### src/rtl/core/sha256_pkg.sv
`timescale 1ns / 1ps
`default_nettype none

package sha256_pkg;

  localparam int unsigned BlockWords = 16;
  localparam int unsigned Rounds     = 64;

  // Length field starts at this byte of the final block
  localparam logic [5:0] LEN_POS = 6'd56;
  localparam logic [7:0] PAD_BYTE = 8'h80;

  typedef logic [BlockWords-1:0][31:0] blk_words_t;

  typedef struct packed {
    logic       last_blk;   // digest follows this block
    blk_words_t words;
  } blk_t;

  typedef struct packed {
    logic full;
    logic empty;
  } q_stat_t;

  typedef enum logic [1:0] {
    FS_FILL,
    FS_PAD,
    FS_PAD2
  } front_state_e;

  typedef enum logic [1:0] {
    BS_IDLE,
    BS_ROUND,
    BS_ADD,
    BS_OUT
  } back_state_e;

  localparam logic [31:0] INIT_H [8] = '{
    32'h6a09e667, 32'hbb67ae85, 32'h3c6ef372, 32'ha54ff53a,
    32'h510e527f, 32'h9b05688c, 32'h1f83d9ab, 32'h5be0cd19
  };

  localparam logic [31:0] ROUND_K [64] = '{
    32'h428a2f98, 32'h71374491, 32'hb5c0fbcf, 32'he9b5dba5,
    32'h3956c25b, 32'h59f111f1, 32'h923f82a4, 32'hab1c5ed5,
    32'hd807aa98, 32'h12835b01, 32'h243185be, 32'h550c7dc3,
    32'h72be5d74, 32'h80deb1fe, 32'h9bdc06a7, 32'hc19bf174,
    32'he49b69c1, 32'hefbe4786, 32'h0fc19dc6, 32'h240ca1cc,
    32'h2de92c6f, 32'h4a7484aa, 32'h5cb0a9dc, 32'h76f988da,
    32'h983e5152, 32'ha831c66d, 32'hb00327c8, 32'hbf597fc7,
    32'hc6e00bf3, 32'hd5a79147, 32'h06ca6351, 32'h14292967,
    32'h27b70a85, 32'h2e1b2138, 32'h4d2c6dfc, 32'h53380d13,
    32'h650a7354, 32'h766a0abb, 32'h81c2c92e, 32'h92722c85,
    32'ha2bfe8a1, 32'ha81a664b, 32'hc24b8b70, 32'hc76c51a3,
    32'hd192e819, 32'hd6990624, 32'hf40e3585, 32'h106aa070,
    32'h19a4c116, 32'h1e376c08, 32'h2748774c, 32'h34b0bcb5,
    32'h391c0cb3, 32'h4ed8aa4a, 32'h5b9cca4f, 32'h682e6ff3,
    32'h748f82ee, 32'h78a5636f, 32'h84c87814, 32'h8cc70208,
    32'h90befffa, 32'ha4506ceb, 32'hbef9a3f7, 32'hc67178f2
  };

  function automatic logic [31:0] big_s0(input logic [31:0] x);
    big_s0 = {x[1:0], x[31:2]} ^ {x[12:0], x[31:13]} ^ {x[21:0], x[31:22]};
  endfunction

  function automatic logic [31:0] big_s1(input logic [31:0] x);
    big_s1 = {x[5:0], x[31:6]} ^ {x[10:0], x[31:11]} ^ {x[24:0], x[31:25]};
  endfunction

  function automatic logic [31:0] small_s0(input logic [31:0] x);
    small_s0 = {x[6:0], x[31:7]} ^ {x[17:0], x[31:18]} ^ {3'b000, x[31:3]};
  endfunction

  function automatic logic [31:0] small_s1(input logic [31:0] x);
    small_s1 = {x[16:0], x[31:17]} ^ {x[18:0], x[31:19]} ^ {10'd0, x[31:10]};
  endfunction

endpackage

`default_nettype wire

### src/rtl/core/sha256_front.sv
`timescale 1ns / 1ps
`default_nettype none

module sha256_front (
  input  wire                 clk_i,
  input  wire                 rst_ni,
  input  wire                 s_tvalid_i,
  output logic                s_tready_o,
  input  wire  [7:0]          s_tdata_i,
  input  wire  [0:0]          s_tuser_i,
  input  wire                 s_tlast_i,
  input  sha256_pkg::q_stat_t q_stat_i,
  output logic                push_o,
  output sha256_pkg::blk_t    blk_o
);

  sha256_pkg::front_state_e state_q, state_d;

  logic [31:0] words_q [sha256_pkg::BlockWords];
  logic [5:0]  fill_q, fill_d;
  logic [63:0] bits_q, bits_d;

  logic        accept;
  logic        has_byte;
  logic [3:0]  widx;
  logic [31:0] word_new;
  logic        fill_push;
  logic        pad_push;
  logic        pad_last;
  logic        len_clear;

  assign accept   = s_tvalid_i && s_tready_o;
  assign has_byte = s_tuser_i[0];
  assign widx     = fill_q[5:2];

  always_comb begin
    unique case (fill_q[1:0])
      2'd0:    word_new = {s_tdata_i, 24'd0};
      2'd1:    word_new = words_q[widx] | {8'd0, s_tdata_i, 16'd0};
      2'd2:    word_new = words_q[widx] | {16'd0, s_tdata_i, 8'd0};
      default: word_new = words_q[widx] | {24'd0, s_tdata_i};
    endcase
  end

  // next state
  always_comb begin
    state_d = state_q;
    unique case (state_q)
      sha256_pkg::FS_FILL: begin
        if (accept && s_tlast_i) state_d = sha256_pkg::FS_PAD;
      end
      sha256_pkg::FS_PAD: begin
        if (!q_stat_i.full) begin
          state_d = (fill_q < sha256_pkg::LEN_POS) ? sha256_pkg::FS_FILL
                                                   : sha256_pkg::FS_PAD2;
        end
      end
      default: begin
        if (!q_stat_i.full) state_d = sha256_pkg::FS_FILL;
      end
    endcase
  end

  // outputs
  always_comb begin
    s_tready_o = 1'b0;
    fill_push  = 1'b0;
    pad_push   = 1'b0;
    pad_last   = 1'b0;
    len_clear  = 1'b0;
    unique case (state_q)
      sha256_pkg::FS_FILL: begin
        s_tready_o = !q_stat_i.full;
        fill_push  = accept && has_byte && (fill_q == 6'd63);
      end
      sha256_pkg::FS_PAD: begin
        pad_push  = !q_stat_i.full;
        pad_last  = fill_q < sha256_pkg::LEN_POS;
        len_clear = pad_push && pad_last;
      end
      default: begin
        pad_push  = !q_stat_i.full;
        pad_last  = 1'b1;
        len_clear = pad_push;
      end
    endcase
  end

  assign push_o = fill_push || pad_push;

  // block image: full data block, or padding over the bytes not yet filled
  always_comb begin
    blk_o.last_blk = pad_push && pad_last;
    for (int i = 0; i < int'(sha256_pkg::BlockWords); i++) begin
      if (fill_push) begin
        blk_o.words[i] = (4'(i) == widx) ? word_new : words_q[i];
      end else begin
        for (int j = 0; j < 4; j++) begin
          if (state_q == sha256_pkg::FS_PAD2) begin
            blk_o.words[i][31-8*j -: 8] = 8'd0;
          end else if (6'(i*4+j) < fill_q) begin
            blk_o.words[i][31-8*j -: 8] = words_q[i][31-8*j -: 8];
          end else if (6'(i*4+j) == fill_q) begin
            blk_o.words[i][31-8*j -: 8] = sha256_pkg::PAD_BYTE;
          end else begin
            blk_o.words[i][31-8*j -: 8] = 8'd0;
          end
        end
      end
    end
    if (pad_last && !fill_push) begin
      blk_o.words[14] = bits_q[63:32];
      blk_o.words[15] = bits_q[31:0];
    end
  end

  always_comb begin
    fill_d = fill_q;
    bits_d = bits_q;
    if (accept && has_byte) begin
      fill_d = fill_q + 6'd1;
      bits_d = bits_q + 64'd8;
    end
    if (len_clear) begin
      fill_d = '0;
      bits_d = '0;
    end
  end

  always_ff @(posedge clk_i or negedge rst_ni) begin
    if (!rst_ni) begin
      state_q <= sha256_pkg::FS_FILL;
      fill_q  <= '0;
      bits_q  <= '0;
    end else begin
      state_q <= state_d;
      fill_q  <= fill_d;
      bits_q  <= bits_d;
    end
  end

  always_ff @(posedge clk_i) begin
    if (accept && has_byte) words_q[widx] <= word_new;
  end

endmodule

`default_nettype wire

### src/rtl/core/sha256_queue.sv
`timescale 1ns / 1ps
`default_nettype none

module sha256_queue (
  input  wire                 clk_i,
  input  wire                 rst_ni,
  input  wire                 push_i,
  input  sha256_pkg::blk_t    push_blk_i,
  input  wire                 pop_i,
  output sha256_pkg::blk_t    pop_blk_o,
  output sha256_pkg::q_stat_t stat_o
);

  sha256_pkg::blk_t mem_q [2];
  logic       wr_q, rd_q;
  logic [1:0] cnt_q;

  assign stat_o.full  = cnt_q == 2'd2;
  assign stat_o.empty = cnt_q == 2'd0;
  assign pop_blk_o    = mem_q[rd_q];

  always_ff @(posedge clk_i or negedge rst_ni) begin
    if (!rst_ni) begin
      wr_q  <= 1'b0;
      rd_q  <= 1'b0;
      cnt_q <= '0;
    end else begin
      if (push_i) wr_q <= !wr_q;
      if (pop_i)  rd_q <= !rd_q;
      if (push_i && !pop_i)      cnt_q <= cnt_q + 2'd1;
      else if (pop_i && !push_i) cnt_q <= cnt_q - 2'd1;
    end
  end

  always_ff @(posedge clk_i) begin
    if (push_i) mem_q[wr_q] <= push_blk_i;
  end

endmodule

`default_nettype wire

### src/rtl/core/sha256_back.sv
`timescale 1ns / 1ps
`default_nettype none

module sha256_back (
  input  wire                 clk_i,
  input  wire                 rst_ni,
  input  sha256_pkg::q_stat_t q_stat_i,
  input  sha256_pkg::blk_t    blk_i,
  output logic                pop_o,
  output logic                m_tvalid_o,
  input  wire                 m_tready_i,
  output logic [63:0]         m_tdata_o,
  output logic [1:0]          m_tuser_o,
  output logic                m_tlast_o
);

  sha256_pkg::back_state_e state_q, state_d;

  logic [31:0] chain_q [8];
  logic [31:0] v_q [8];
  logic [31:0] win_q [sha256_pkg::BlockWords];
  logic [5:0]  rnd_q;
  logic [1:0]  oidx_q;
  logic        last_q;

  logic [31:0] t1, t2, ch, maj, w_next;
  logic        out_beat;

  assign out_beat = m_tvalid_o && m_tready_i;

  // one round and one schedule step
  always_comb begin
    ch  = (v_q[4] & v_q[5]) ^ (~v_q[4] & v_q[6]);
    maj = (v_q[0] & v_q[1]) ^ (v_q[0] & v_q[2]) ^ (v_q[1] & v_q[2]);
    t1  = v_q[7] + sha256_pkg::big_s1(v_q[4]) + ch + sha256_pkg::ROUND_K[rnd_q] + win_q[0];
    t2  = sha256_pkg::big_s0(v_q[0]) + maj;
    w_next = sha256_pkg::small_s1(win_q[14]) + win_q[9]
           + sha256_pkg::small_s0(win_q[1]) + win_q[0];
  end

  // next state
  always_comb begin
    state_d = state_q;
    unique case (state_q)
      sha256_pkg::BS_IDLE:  if (!q_stat_i.empty) state_d = sha256_pkg::BS_ROUND;
      sha256_pkg::BS_ROUND: if (rnd_q == 6'(sha256_pkg::Rounds - 1)) state_d = sha256_pkg::BS_ADD;
      sha256_pkg::BS_ADD:   state_d = last_q ? sha256_pkg::BS_OUT : sha256_pkg::BS_IDLE;
      default:              if (out_beat && oidx_q == 2'd3) state_d = sha256_pkg::BS_IDLE;
    endcase
  end

  // outputs
  always_comb begin
    pop_o      = 1'b0;
    m_tvalid_o = 1'b0;
    unique case (state_q)
      sha256_pkg::BS_IDLE: pop_o      = !q_stat_i.empty;
      sha256_pkg::BS_OUT:  m_tvalid_o = 1'b1;
      default: ;
    endcase
  end

  assign m_tdata_o = {chain_q[{oidx_q, 1'b0}], chain_q[{oidx_q, 1'b1}]};
  assign m_tuser_o = oidx_q;
  assign m_tlast_o = oidx_q == 2'd3;

  always_ff @(posedge clk_i or negedge rst_ni) begin
    if (!rst_ni) begin
      state_q <= sha256_pkg::BS_IDLE;
      rnd_q   <= '0;
      oidx_q  <= '0;
      last_q  <= 1'b0;
      for (int i = 0; i < 8; i++) chain_q[i] <= sha256_pkg::INIT_H[i];
    end else begin
      state_q <= state_d;
      if (pop_o) begin
        rnd_q  <= '0;
        last_q <= blk_i.last_blk;
      end else if (state_q == sha256_pkg::BS_ROUND) begin
        rnd_q <= rnd_q + 6'd1;
      end
      if (state_q == sha256_pkg::BS_ADD) begin
        for (int i = 0; i < 8; i++) chain_q[i] <= chain_q[i] + v_q[i];
      end
      if (out_beat) begin
        oidx_q <= oidx_q + 2'd1;
        // digest delivered: next message starts from the initial values
        if (oidx_q == 2'd3) begin
          for (int i = 0; i < 8; i++) chain_q[i] <= sha256_pkg::INIT_H[i];
        end
      end
    end
  end

  always_ff @(posedge clk_i) begin
    if (pop_o) begin
      for (int i = 0; i < 8; i++) v_q[i] <= chain_q[i];
      for (int i = 0; i < int'(sha256_pkg::BlockWords); i++) win_q[i] <= blk_i.words[i];
    end else if (state_q == sha256_pkg::BS_ROUND) begin
      v_q[7] <= v_q[6];
      v_q[6] <= v_q[5];
      v_q[5] <= v_q[4];
      v_q[4] <= v_q[3] + t1;
      v_q[3] <= v_q[2];
      v_q[2] <= v_q[1];
      v_q[1] <= v_q[0];
      v_q[0] <= t1 + t2;
      for (int i = 0; i < int'(sha256_pkg::BlockWords) - 1; i++) win_q[i] <= win_q[i+1];
      win_q[sha256_pkg::BlockWords-1] <= w_next;
    end
  end

endmodule

`default_nettype wire

### src/rtl/core/sha256_hash.sv
`timescale 1ns / 1ps
`default_nettype none

// SHA-256 over a byte stream.
// Input channel (s_*): one beat per item. tdata = message byte, tuser[0] = byte
// present, tlast = end of message. A beat with tlast and no byte ends the
// message without adding data (an empty message is a single such beat).
// Output channel (m_*): four beats per message, digest most significant first;
// tuser = quarter index, tlast on the fourth beat.
// Throughput: one byte per cycle while a block fills and the queue has room.
// Each 64-byte block passes the compression engine as load, 64 rounds and
// chain add, and a two-block queue lets filling of the next block overlap
// those rounds. After the end beat the front pushes the padded block, and the
// first digest beat is offered after load, 64 rounds and chain add of the
// final block, which comes after a second block when padding spills into one,
// and after any blocks still queued ahead.
// Reset puts the chaining value at the initial hash, clears the byte and bit
// counts and empties the queue. While m_tready is low the digest beat holds;
// the front keeps taking bytes until the queue fills, then drops s_tready.
module sha256_hash (
  input  wire         clk_i,
  input  wire         rst_ni,
  input  wire         s_tvalid_i,
  output logic        s_tready_o,
  input  wire  [7:0]  s_tdata_i,   // [7:0] data_byte
  input  wire  [0:0]  s_tuser_i,   // [0] has_byte
  input  wire         s_tlast_i,   // end_of_message
  output logic        m_tvalid_o,
  input  wire         m_tready_i,
  output logic [63:0] m_tdata_o,   // [63:0] digest_word
  output logic [1:0]  m_tuser_o,   // [1:0] word_index
  output logic        m_tlast_o    // last_word
);

  sha256_pkg::q_stat_t q_stat;
  sha256_pkg::blk_t    push_blk;
  sha256_pkg::blk_t    pop_blk;
  logic                push;
  logic                pop;

  // front: byte packing, padding, length field
  sha256_front u_front (
    .clk_i      (clk_i),
    .rst_ni     (rst_ni),
    .s_tvalid_i (s_tvalid_i),
    .s_tready_o (s_tready_o),
    .s_tdata_i  (s_tdata_i),
    .s_tuser_i  (s_tuser_i),
    .s_tlast_i  (s_tlast_i),
    .q_stat_i   (q_stat),
    .push_o     (push),
    .blk_o      (push_blk)
  );

  // two complete blocks of slack between front and engine
  sha256_queue u_queue (
    .clk_i      (clk_i),
    .rst_ni     (rst_ni),
    .push_i     (push),
    .push_blk_i (push_blk),
    .pop_i      (pop),
    .pop_blk_o  (pop_blk),
    .stat_o     (q_stat)
  );

  // back: one round per cycle, digest readout
  sha256_back u_back (
    .clk_i      (clk_i),
    .rst_ni     (rst_ni),
    .q_stat_i   (q_stat),
    .blk_i      (pop_blk),
    .pop_o      (pop),
    .m_tvalid_o (m_tvalid_o),
    .m_tready_i (m_tready_i),
    .m_tdata_o  (m_tdata_o),
    .m_tuser_o  (m_tuser_o),
    .m_tlast_o  (m_tlast_o)
  );

endmodule

`default_nettype wire

### config.mk
export PLATFORM = sky130hd
export DESIGN_NAME = sha256_hash
export DESIGN_NICKNAME = d
export VERILOG_FILES = /design/src/rtl/core/sha256_pkg.sv /design/src/rtl/core/sha256_front.sv /design/src/rtl/core/sha256_queue.sv /design/src/rtl/core/sha256_back.sv /design/src/rtl/core/sha256_hash.sv
export SDC_FILE = /design/constraint.sdc
export NUM_CORES = 2
export LEC_CHECK = 0
export BUFFER_PORTS_ARGS = -buffer_cell sky130_fd_sc_hd__buf_4
export CORE_MARGIN = 8
export CORE_UTILIZATION = 23
export CTS_CLUSTER_DIAMETER = 80
export DETAILED_ROUTE_END_ITERATION = 10
export GPL_TIMING_DRIVEN = 0
export SLEW_MARGIN = 20
export SYNTH_ARGS = -nofsm -noshare
export SYNTH_HDL_FRONTEND = slang
export SYNTH_SLANG_ARGS = --single-unit
### constraint.sdc
create_clock -name clk_i -period 53.2 [get_ports clk_i]
set_clock_uncertainty 0.2 [all_clocks]
set_input_delay 5.32 -clock clk_i [delete_from_list [all_inputs] [get_ports clk_i]]
set_output_delay 5.32 -clock clk_i [all_outputs]
set_load 0.05 [all_outputs]
==> results.py <==
metrics = {
    "sta": {
        "slew_violations": 0,
        "number_of_setup_violations_in_the_final_report": 0,
        "timing_worst_slew_pin_value_ns": 1.28,
        "setup_ws_ns": 39.80,
        "grt_setup_unrepaired": "false",
        "timing.final.hold_violations": 0,
        "min_tclk_post_route_ns": 13.40,
        "min_period_over_period_pct": 25.2,
        "timing.fmax_ghz": 0.0746,
        "max_slew_margin_pct": 14.4,
        "setup-tns-final_ns": 0,
    },
    "clocking": {
        "tritoncts": "yes",
        "cts_buf_count": 280,
        "cts_clk_pin_slew_worst_paths_ns": 0.06,
        "cts-resized-gates": 0,
        "ctsHtreeMaxLevel": 5,
        "cts.path.max_buffers": 4,
        "clock_sink_count": 2646,
        "ctsHoldBuffers": 0,
        "post_cts.repair.setup_buffers": 0,
        "clock_insertion_delay_worst_skew_ns": 0.98,
        "ctsRootBufferMaster": "clkbuf_16",
    },
    "setup_path": {
        "count_of_buffer_and_inverter_cells_on_the_critical_path": 6,
        "critPathMaxStageDelay_ns": 0.92,
        "arrival_time_of_data_at_the_critical_path_endpoint_ns": 13.84,
        "startpoint_type": "register",
        "crit_start": "u_back.rnd_q[1]",
        "r2r_slack_ns": 39.80,
        "critPathCaptureType": "register",
        "crit_end": "u_back.v_q[0][31]",
        "worst-path-stages": 38,
        "reg2reg_depth": 38,
        "worst_r2r_startpoint": "u_back.rnd_q[1]",
        "worst_path_max_fanout": 16,
        "crit-reg2reg-capture": "u_back.v_q[0][31]",
        "worst_path_most_repeated_cell": "a21oi_1",
        "cp.required_ns": 53.65,
        "timing_worst_setup_path_type": "register to register",
        "critPathTopFamily": "compound AO/OA/AOI/OAI gates",
        "crit_path_top_delay_cell": "xor2_1",
    },
    "synth": {
        "synth-async-reset-ratio_pct": 12.8,
        "synthesis.area_mm2": 0.134,
        "synth_compound_area_share_pct": 9.39,
        "sequential_share_of_the_synthesized_area_pct": 58.1,
        "synth.net_count": 11100,
        "synth_top_flop_cell": "edfxtp_1",
        "post_synth_and_or_nand_nor_area_fraction_pct": 8.71,
        "yosys_warnings": 0,
        "synthAdderAreaFrac_pct": 6.84,
        "syn_area_per_cell_um2": 12.8,
        "synth_instances": 10500,
        "largest_family_of_logic_cells_by_synthesized_area": "multiplexers",
        "ffs_latches_synth": 2646,
        "synth_unique_cells": 89,
        "synth-edff-count": 2306,
        "proportion_of_synthesized_area_in_mux_cells_pct": 10.5,
        "synth_xor_xnor_area_share_pct": 4.17,
    },
    "layout": {
        "nets_finish": 11600,
        "filler_cell_count": 59600,
        "flow.area_growth_from_synthesis_pct": 17.3,
        "final_layout_size_suffix_gt1_share_pct": 13.0,
    },
    "placement": {
        "place.gp.congestion": 0.970,
        "placement.setup.worst_slack_ns": 40.18,
        "post-dp-hpwl_um": 407000,
        "placement.io_buffers": 82,
    },
    "routing": {
        "detailedRoute.firstPassIterationCount": 6,
        "wire_per_inst_um": 27.6,
        "drt.antenna.violating_nets": 0,
        "postRouteWirelength_um": 523000,
        "routed_via_count_divided_by_cell_count": 4.93,
        "detailedRoute.firstIterationViolations": 11900,
        "route.detailed.drc": 0,
        "num_vias": 93600,
    },
    "status": {
        "status": "finished, final reports clean",
    },
    "grt": {
        "first_global_vias": 89400,
        "grt-ovfl-total": 0,
        "gr-usage-all-layers_pct": 16.5,
        "antenna_found_initial": 35,
        "wire_length_of_the_first_global_routing_pass_um": 709000,
        "maximum_number_of_pins_on_one_net_before_global_route_repair": 77,
    },
    "die": {
        "effective_utilization_at_floorplan_pct": 23.1,
        "boundaryPins": 83,
        "die_area_mm2": 0.608,
        "fp.dieW_um": 780,
        "core_area_mm2": 0.581,
        "floorplan.die.height_um": 780,
        "core.rowCount": 280,
    },
    "power": {
        "total_leakage_power_uw": 0.0596,
        "vdd.ir_drop.worst_uv": 34.6,
        "power-per-cell-area_mw_per_mm2": 33.4,
    },
    "run": {
        "max-cap-violations": 0,
    },
    "worst_hold_path": {
        "min_path_type": "register to register",
    },
}
[worst min-delay path by stage]
stage,from,endpoint,slack (ns),depth (start not counted)
CTS,u_back.win_q[1][124],u_back.win_q[1][92],0.26,2
detailed placement,u_queue.cnt_q[1],u_queue.cnt_q[1],0.28,1
global placement,u_queue.wr_q,u_queue.wr_q,0.27,1
floorplan,u_queue.cnt_q[1],u_queue.cnt_q[1],0.26,1
global route,u_back.win_q[1][124],u_back.win_q[1][92],0.28,2
finish,u_back.win_q[1][124],u_back.win_q[1][92],0.27,2
[metrics by stage]
step / hold WS (ns) / std cells / power [uW] / utilization (%) / instance area (um2)
2_1_floorplan: 0.257 / 10500 / 2980 / - / 134000
3_3_place_gp: 0.275 / 18300 / 3420 / 24.9 / 144000
3_5_place_dp: 0.284 / 18500 / 3300 / 25.5 / 148000
4_1_cts: 0.263 / 19000 / 5270 / 27.1 / 157000
5_1_grt: 0.279 / 19000 / 5370 / 27.1 / 157000
6_report: 0.266 / 19000 / 5260 / 27.1 / 157000
[sequential cells by signal (all words and copies together) (netlist names)]
| register | count |
|---|---|
| u_front.fill_q | 6 |
| u_queue.wr_q | 1 |
| u_front.words_q | 512 |
| u_back.rnd_q | 6 |
| u_queue.rd_q | 1 |
| u_queue.cnt_q | 2 |
| u_back.chain_q | 256 |
| u_back.v_q | 256 |
| u_back.m_tuser_o | 2 |
| u_back.win_q | 512 |
| u_back.state_q | 2 |
| u_back.last_q | 1 |
| u_front.bits_q | 61 |
| u_queue.mem_q | 1026 |
| u_front.state_q | 2 |
[cell families after synthesis]
| kind of cell | count (synthesis) |
|---|---|
| buffers and inverters | 818 |
| adder cells (fa/ha/maj) | 620 |
| flip-flops | 2646 |
| AND/OR/NAND/NOR | 2536 |
| AO/OA/AOI/OAI | 2108 |
| multiplexers | 1091 |
| XOR/XNOR | 638 |
[area by class of cell]
class                      count  area (um2)  area share, %
timing repair buffer         258        3900           2.48
buffer                       540        2120           1.35
antenna                       14        35.0         0.0223
tap                         7755        9700           6.17
sequential                  2646       77900           49.5
inverter                     278        1040          0.663
clock inverter               118        1190          0.755
clock buffer                 383        7830           4.98
multi-input combinational   6993       53600           34.1
[cells in the final DEF, fill, tap and decap left out, types with 136 or more instances in the layout]
cell type / instances
mux2_2: 267
xnor2_1: 444
fa_1: 195
nor2_1: 613
dfstp_2: 136
ha_1: 404
and2_1: 346
inv_1: 274
o21ai_0: 860
mux4_2: 226
clkbuf_1: 491
mux2i_1: 598
nand2_1: 953
xor2_1: 184
a21o_1: 185
clkbuf_16: 292
a21oi_1: 517
edfxtp_1: 2306
dfrtp_1: 204
[metal layers]
metal	GRT usage [%]	share of wire, %	up-vias
met5	0	0.016	-
met4	7.93	6.0	10
met3	3.65	10	1036
met2	25.2	43	5175
met1	22.0	40	47700
li1	-	-	39800
[Yosys cell counts, types with 33 or more instances]
master / number / share of area (%)
ha_1: 404 / 3.8
a211oi_1: 62 / 0.35
clkbuf_1: 468 / 1.3
o21a_1: 62 / 0.35
a22o_1: 38 / 0.25
nand2b_1: 72 / 0.34
o21bai_1: 47 / 0.26
nor3_1: 105 / 0.39
mux4_2: 226 / 3.8
nor2b_1: 66 / 0.31
and3_1: 101 / 0.47
nand4_1: 40 / 0.19
and2_1: 346 / 1.6
a31oi_1: 43 / 0.20
nor2_1: 641 / 1.8
buf_1: 64 / 0.18
nand2_1: 954 / 2.7
nand3_1: 120 / 0.45
dfstp_2: 136 / 2.7
xor2_1: 184 / 1.2
or3_1: 33 / 0.15
a21oi_1: 522 / 1.9
o21ai_0: 870 / 3.2
a21o_1: 185 / 1.0
edfxtp_1: 2306 / 52
fa_1: 195 / 2.9
dfrtp_1: 204 / 3.8
xnor2_1: 454 / 3.0
mux2_2: 267 / 2.2
mux2i_1: 598 / 4.5
inv_1: 274 / 0.77
[power by group]
part | internal, uW | switching (uW)
combinational | 218 | 536
clock | 1120 | 864
sequential | 2480 | 35.3
[worst register-to-register path: cells and delay by family (launching register included)]
kind / cells / cell delay, ns
flip-flops: 1 / 0.68
adder cells (fa/ha/maj): 7 / 3.26
AND/OR/NAND/NOR: 8 / 1.77
buffers and inverters: 6 / 1.61
XOR/XNOR: 3 / 1.50
AO/OA/AOI/OAI: 14 / 4.08
No activity file was read; power rests on OpenSTA's default activity.
